## src/hw/rtl/tpac_pkg.sv

```systemverilog
// Shared types and constants for the two-point ADC calibration core.
// Used by the controller, the datapath, the divider and the top level.
`default_nettype none

package tpac_pkg;

   localparam int AdcFullScaleBitsDefault = 23;
   localparam int NumChannelsDefault      = 3;

   // Request codes
   localparam logic [2:0] REQ_START = 3'd0;
   localparam logic [2:0] REQ_VALUE = 3'd1;
   localparam logic [2:0] REQ_ADC   = 3'd2;
   localparam logic [2:0] REQ_ACK   = 3'd3;
   localparam logic [2:0] REQ_READ  = 3'd4;

   // Calibration phases as reported on the result channel
   localparam logic [2:0] PH_STANDBY = 3'd0;
   localparam logic [2:0] PH_WAIT1   = 3'd1;
   localparam logic [2:0] PH_WAIT2   = 3'd2;
   localparam logic [2:0] PH_UPDATE  = 3'd3;
   localparam logic [2:0] PH_FINISH  = 3'd4;

   // Configuration register indexes
   localparam logic [1:0] CSR_REFERENCE = 2'd0;
   localparam logic [1:0] CSR_VRATIO    = 2'd1;
   localparam logic [1:0] CSR_IRATIO    = 2'd2;

   localparam logic [31:0] STORED_REF_RESET = 32'd163840;
   localparam logic [31:0] RATIO_RESET      = 32'd65536;
   localparam logic [31:0] GAIN_ONE         = 32'h1000_0000;

   // Width of the accumulator that holds the gain divisor or the offset numerator
   localparam int ACC_W = 90;
   localparam int DEN_W = ACC_W - 1;
   localparam int MUL_W = 34;

   typedef enum logic [4:0] {
      OP_NONE,
      OP_LATCH,
      OP_CHECK,
      OP_MUL_RR,
      OP_KEEP_RR,
      OP_MUL_LO,
      OP_ACC_LO,
      OP_MUL_HI,
      OP_ACC_HI,
      OP_DIV_GAIN,
      OP_SAVE_GAIN,
      OP_MUL_C1DV,
      OP_ACC_C1DV,
      OP_MUL_DCV1,
      OP_ACC_DCV1,
      OP_DIV_OFF,
      OP_SAVE_OFF,
      OP_APPLY
   } dp_op_type;

   typedef struct packed {
      dp_op_type op;
   } dp_cmd_type;

   typedef struct packed {
      logic upd_pending;
      logic check_fail;
      logic div_done;
      logic out_free;
   } dp_status_type;

endpackage

`default_nettype wire

```

## src/hw/rtl/tpac_ctrl.sv

```systemverilog
// Controller: steps the datapath through request capture, the update
// sequence and result write-back. Depends on tpac_pkg.
`default_nettype none

module tpac_ctrl (
   input  wire logic                 clock,
   input  wire logic                 reset,
   input  wire logic                 req_valid,
   output logic                      req_stall,
   input  wire tpac_pkg::dp_status_type status,
   output tpac_pkg::dp_cmd_type      cmd
);

   typedef enum logic [4:0] {
      S_IDLE, S_CHECK, S_MUL_RR, S_KEEP_RR, S_MUL_LO, S_ACC_LO, S_MUL_HI,
      S_ACC_HI, S_DIV_G, S_WAIT_G, S_SAVE_G, S_MUL_A, S_ACC_A, S_MUL_B,
      S_ACC_B, S_DIV_O, S_WAIT_O, S_SAVE_O, S_APPLY
   } state_type;

   state_type state_ff, state_in;

   always_comb begin
      state_in = state_ff;
      cmd.op   = tpac_pkg::OP_NONE;
      unique case (state_ff)
         S_IDLE: begin
            if (req_valid) begin
               cmd.op   = tpac_pkg::OP_LATCH;
               state_in = status.upd_pending ? S_CHECK : S_APPLY;
            end
         end
         S_CHECK: begin
            cmd.op   = tpac_pkg::OP_CHECK;
            state_in = status.check_fail ? S_APPLY : S_MUL_RR;
         end
         S_MUL_RR:  begin cmd.op = tpac_pkg::OP_MUL_RR;   state_in = S_KEEP_RR; end
         S_KEEP_RR: begin cmd.op = tpac_pkg::OP_KEEP_RR;  state_in = S_MUL_LO;  end
         S_MUL_LO:  begin cmd.op = tpac_pkg::OP_MUL_LO;   state_in = S_ACC_LO;  end
         S_ACC_LO:  begin cmd.op = tpac_pkg::OP_ACC_LO;   state_in = S_MUL_HI;  end
         S_MUL_HI:  begin cmd.op = tpac_pkg::OP_MUL_HI;   state_in = S_ACC_HI;  end
         S_ACC_HI:  begin cmd.op = tpac_pkg::OP_ACC_HI;   state_in = S_DIV_G;   end
         S_DIV_G:   begin cmd.op = tpac_pkg::OP_DIV_GAIN; state_in = S_WAIT_G;  end
         S_WAIT_G: begin
            if (status.div_done) state_in = S_SAVE_G;
         end
         S_SAVE_G:  begin cmd.op = tpac_pkg::OP_SAVE_GAIN; state_in = S_MUL_A; end
         S_MUL_A:   begin cmd.op = tpac_pkg::OP_MUL_C1DV;  state_in = S_ACC_A; end
         S_ACC_A:   begin cmd.op = tpac_pkg::OP_ACC_C1DV;  state_in = S_MUL_B; end
         S_MUL_B:   begin cmd.op = tpac_pkg::OP_MUL_DCV1;  state_in = S_ACC_B; end
         S_ACC_B:   begin cmd.op = tpac_pkg::OP_ACC_DCV1;  state_in = S_DIV_O; end
         S_DIV_O:   begin cmd.op = tpac_pkg::OP_DIV_OFF;   state_in = S_WAIT_O; end
         S_WAIT_O: begin
            if (status.div_done) state_in = S_SAVE_O;
         end
         S_SAVE_O:  begin cmd.op = tpac_pkg::OP_SAVE_OFF;  state_in = S_APPLY; end
         S_APPLY: begin
            // The result register must be free or emptying in this cycle.
            if (status.out_free) begin
               cmd.op   = tpac_pkg::OP_APPLY;
               state_in = S_IDLE;
            end
         end
         default: state_in = S_IDLE;
      endcase
   end

   always_ff @(posedge clock) begin
      if (reset) begin
         state_ff <= S_IDLE;
      end else begin
         state_ff <= state_in;
      end
   end

   assign req_stall = state_ff != S_IDLE;

endmodule

`default_nettype wire

```

## config.mk

```make
export PLATFORM = sky130hd
export DESIGN_NAME = tpac_ctrl
export DESIGN_NICKNAME = d
export VERILOG_FILES = /design/src/hw/rtl/tpac_pkg.sv /design/src/hw/rtl/tpac_ctrl.sv
export SDC_FILE = /design/constraint.sdc
export NUM_CORES = 1
export LEC_CHECK = 0
export BUFFER_PORTS_ARGS = -buffer_cell sky130_fd_sc_hd__buf_2
export CAP_MARGIN = 25
export CORE_AREA = 2 2 39 41
export DETAILED_ROUTE_END_ITERATION = 12
export DIE_AREA = 0 0 41 43
export GPL_TIMING_DRIVEN = 0
export PLACE_DENSITY = 0.66
export SETUP_SLACK_MARGIN = 0.4
export SLEW_MARGIN = 20
export SYNTH_ARGS = -nofsm -noshare
export SYNTH_HDL_FRONTEND = slang
export SYNTH_SLANG_ARGS = --single-unit
```

## constraint.sdc

```tcl
create_clock -name clock -period 1.7 [get_ports clock]
set_clock_uncertainty 0.1 [all_clocks]
set_input_delay 0.085 -clock clock [delete_from_list [all_inputs] [get_ports clock]]
set_output_delay 0.085 -clock clock [all_outputs]
set_load 0.005 [all_outputs]
```

==> flow_metrics.tcl <==
set metrics [dict create \
    avgRoutedWirePerCell_um 15.13 \
    ios 13 \
    grt_max_degree 11 \
    ant_nets 0 \
    worstPathArrival_ps 1680 \
    clockRootBuffer "clkbuf_4" \
    die_y_um 43 \
    drive_above_1_share_pct 57.73 \
    relSlewSlack_pct 83.38 \
    grt_pass1_wl_um 2311 \
    finalHoldViolations 0 \
    clk-insertion-delay-late_ps 240 \
    ys_seq_area_share_pct 20.73 \
    htreeDepth 1 \
    syn_inst 66 \
    r2r_cells 7 \
    reg2reg_setup_slack_ps 50 \
    wl_um 1710 \
    synth-main-ff-cell "dfxtp_1" \
    grt.busiest_layer "met2" \
    timing.rr.end "state_ff[4]" \
    synth.avg_cell_area_um2 7.318 \
    worst_hold_path_type "in2reg" \
    top_register "state_ff" \
    max_freq_ghz 0.6055 \
    endpoint "state_ff[4]" \
    top_regs "state_ff (5)" \
    gp_congestion 0.7314 \
    syn2layout_area_growth_pct 68.39 \
    grt_overflow_total 0 \
    timing.setup.tns_ps 0 \
    hold_slack_ps 70.78 \
    period_share_pct 97.14 \
    die_w_um 41 \
    fin_crit_ps 1651 \
    synth.distinct_cells 32 \
    met1_usage_pct 23.30 \
    syn_area_um2 483.0 \
    dieArea_um2 1763 \
    track_usage_pct 19.32 \
    synth_top_area_share_pct 20.73 \
    worst_slew_pin_slew_ps 248.0 \
    cp.required_ps 1730 \
    yosysMostFrequentCell "nor3_1" \
    synth_top_area_cell "dfxtp_1" \
    initial_core_util_pct 34.90 \
    grt_use_met3_pct 3.141 \
    clock-sinks 5 \
    end_kind "flip-flop" \
    drtIter0Drc 32 \
    vias 628 \
    fin_nets 105 \
    maxCapViolCount 0 \
    clock_path_buffers 2 \
    route.detailed.drc 0 \
    antenna_found_initial 0 \
    crit_path_start_kind "flip-flop" \
    via_per_inst 5.558 \
    status "complete, no violations" \
    core_area_um2 1384 \
    p_leak_nw 0.3620 \
    fillerInstances 119 \
    diodes 0 \
    io_buffers 12 \
    largest_register_ffs 5 \
    clk_pin_slew_ps 40 \
    r2r-start "state_ff[1]" \
    synth_common_cells "nor3_1, dfxtp_1, nor2_1" \
    first_global_vias 553 \
    grt_use_met2_pct 31.87 \
    drv_slew 0 \
    cts_buffers 3 \
    synth_seq_cells 5 \
    startpoint "state_ff[1]" \
    hpwl_um 890.8 \
    total_power_mw 1.180 \
    synth-async-reset-ratio_pct 0 \
    ys_warn_count 0 \
    synth_area_leaders "dfxtp_1, nor3_1, xnor2_1" \
    synth_edf_count 0 \
    cts_tree "yes" \
    cp_max_fo 7 \
    first_pass_iters 4 \
    finalSetupViolCount 0 \
    syn-num-nets 73 \
    rsz0062_at_grt "true" \
    worstSetupPathType "reg2reg" \
    ir_drop_mv 0.4829 \
    rows 14 \
    power.density_nw_per_um2 1451 \
]
## stage by stage
step	cells	worst slack, ps	utilization, %	area [µm²]
floorplan	66	265.5	-	496.7
global placement	94	84.58	41.68	576.8
detailed placement	94	109.9	41.68	576.8
CTS	107	102.3	52.44	725.7
global route	113	42.48	58.77	813.3
finish	113	48.54	58.77	813.3
## final cells by class
class                      instances  area (µm²)  share of cell area [%]
buffer                             6       61.31                   7.538
clock buffer                       4       26.28                   3.231
inverter                           3       11.26                   1.385
multi-input combinational         52       390.4                   48.00
timing repair buffer              27       190.2                   23.38
tap                               16       20.02                   2.462
sequential                         5       113.9                   14.00
## routing by layer
layer / part of all wire [%] / vias to the layer above / wire length [µm]
met2: 53 / 21 / 901
met5: 0 / - / 0
li1: - / 303 / -
met4: 1.5 / 0 / 25
met1: 43 / 300 / 731
met3: 2.9 / 4 / 50
## critical path, stage by stage (launching register included)
cell and delay (ps):
dfxtp_4 350, buf_6 120, buf_4 160, nor3_2 220, o21ai_1 150, nand4b_1 240
buf_4 160, o21ai_2 40
## logic make-up (layout without fill, tap and decap cells)
group	count (synthesis)	after routing	share of synthesized area [%]
XOR/XNOR	4	4	7.255
multiplexers	1	1	2.073
AND/OR/NAND/NOR	27	27	32.90
AO/OA/AOI/OAI	20	20	27.46
flip-flops	5	5	20.73
buffers and inverters	9	40	9.585
## cells in the final DEF (no fill, tap or decap), types with 2 or more instances in the layout
cell type	n
inv_2	2
nor3_1	3
buf_6	9
dfxtp_4	3
buf_4	10
xnor2_1	3
dfxtp_2	2
a211o_1	2
nor3b_1	2
clkbuf_4	3
nor2_1	4
nand3_1	2
nand2_1	3
o21ai_0	4
a21oi_1	3
buf_2	12
nor3_2	2
## timing repair
| action | 4_1_cts | 5_1_grt |
|---|---|---|
| resized for setup | 20 | 10 |
| setup endpoints to repair | 9 | 10 |
| buffers inserted | 8 | 6 |
| hold buffers | 1 | 0 |
| hold endpoints to repair | 2 | 0 |
| pin swaps | 6 | 4 |
## worst min path at each step
stage	cells after the start	end	startpoint
floorplan	1	state_ff[3]	reset
global placement	2	state_ff[3]	reset
detailed placement	2	state_ff[3]	reset
CTS	4	state_ff[0]	status[1]
global route	4	state_ff[0]	status[1]
finish	4	state_ff[0]	status[1]
## report_power, final
part | internal (mW) | switching, mW | leakage (nW)
combinational | 0.432 | 0.404 | 0.303
sequential | 0.163 | 0.0427 | 0.0439
clock | 0.0887 | 0.0488 | 0.0150
total | 0.684 | 0.495 | 0.362
Note: power is estimated with default switching activity, not from simulation.
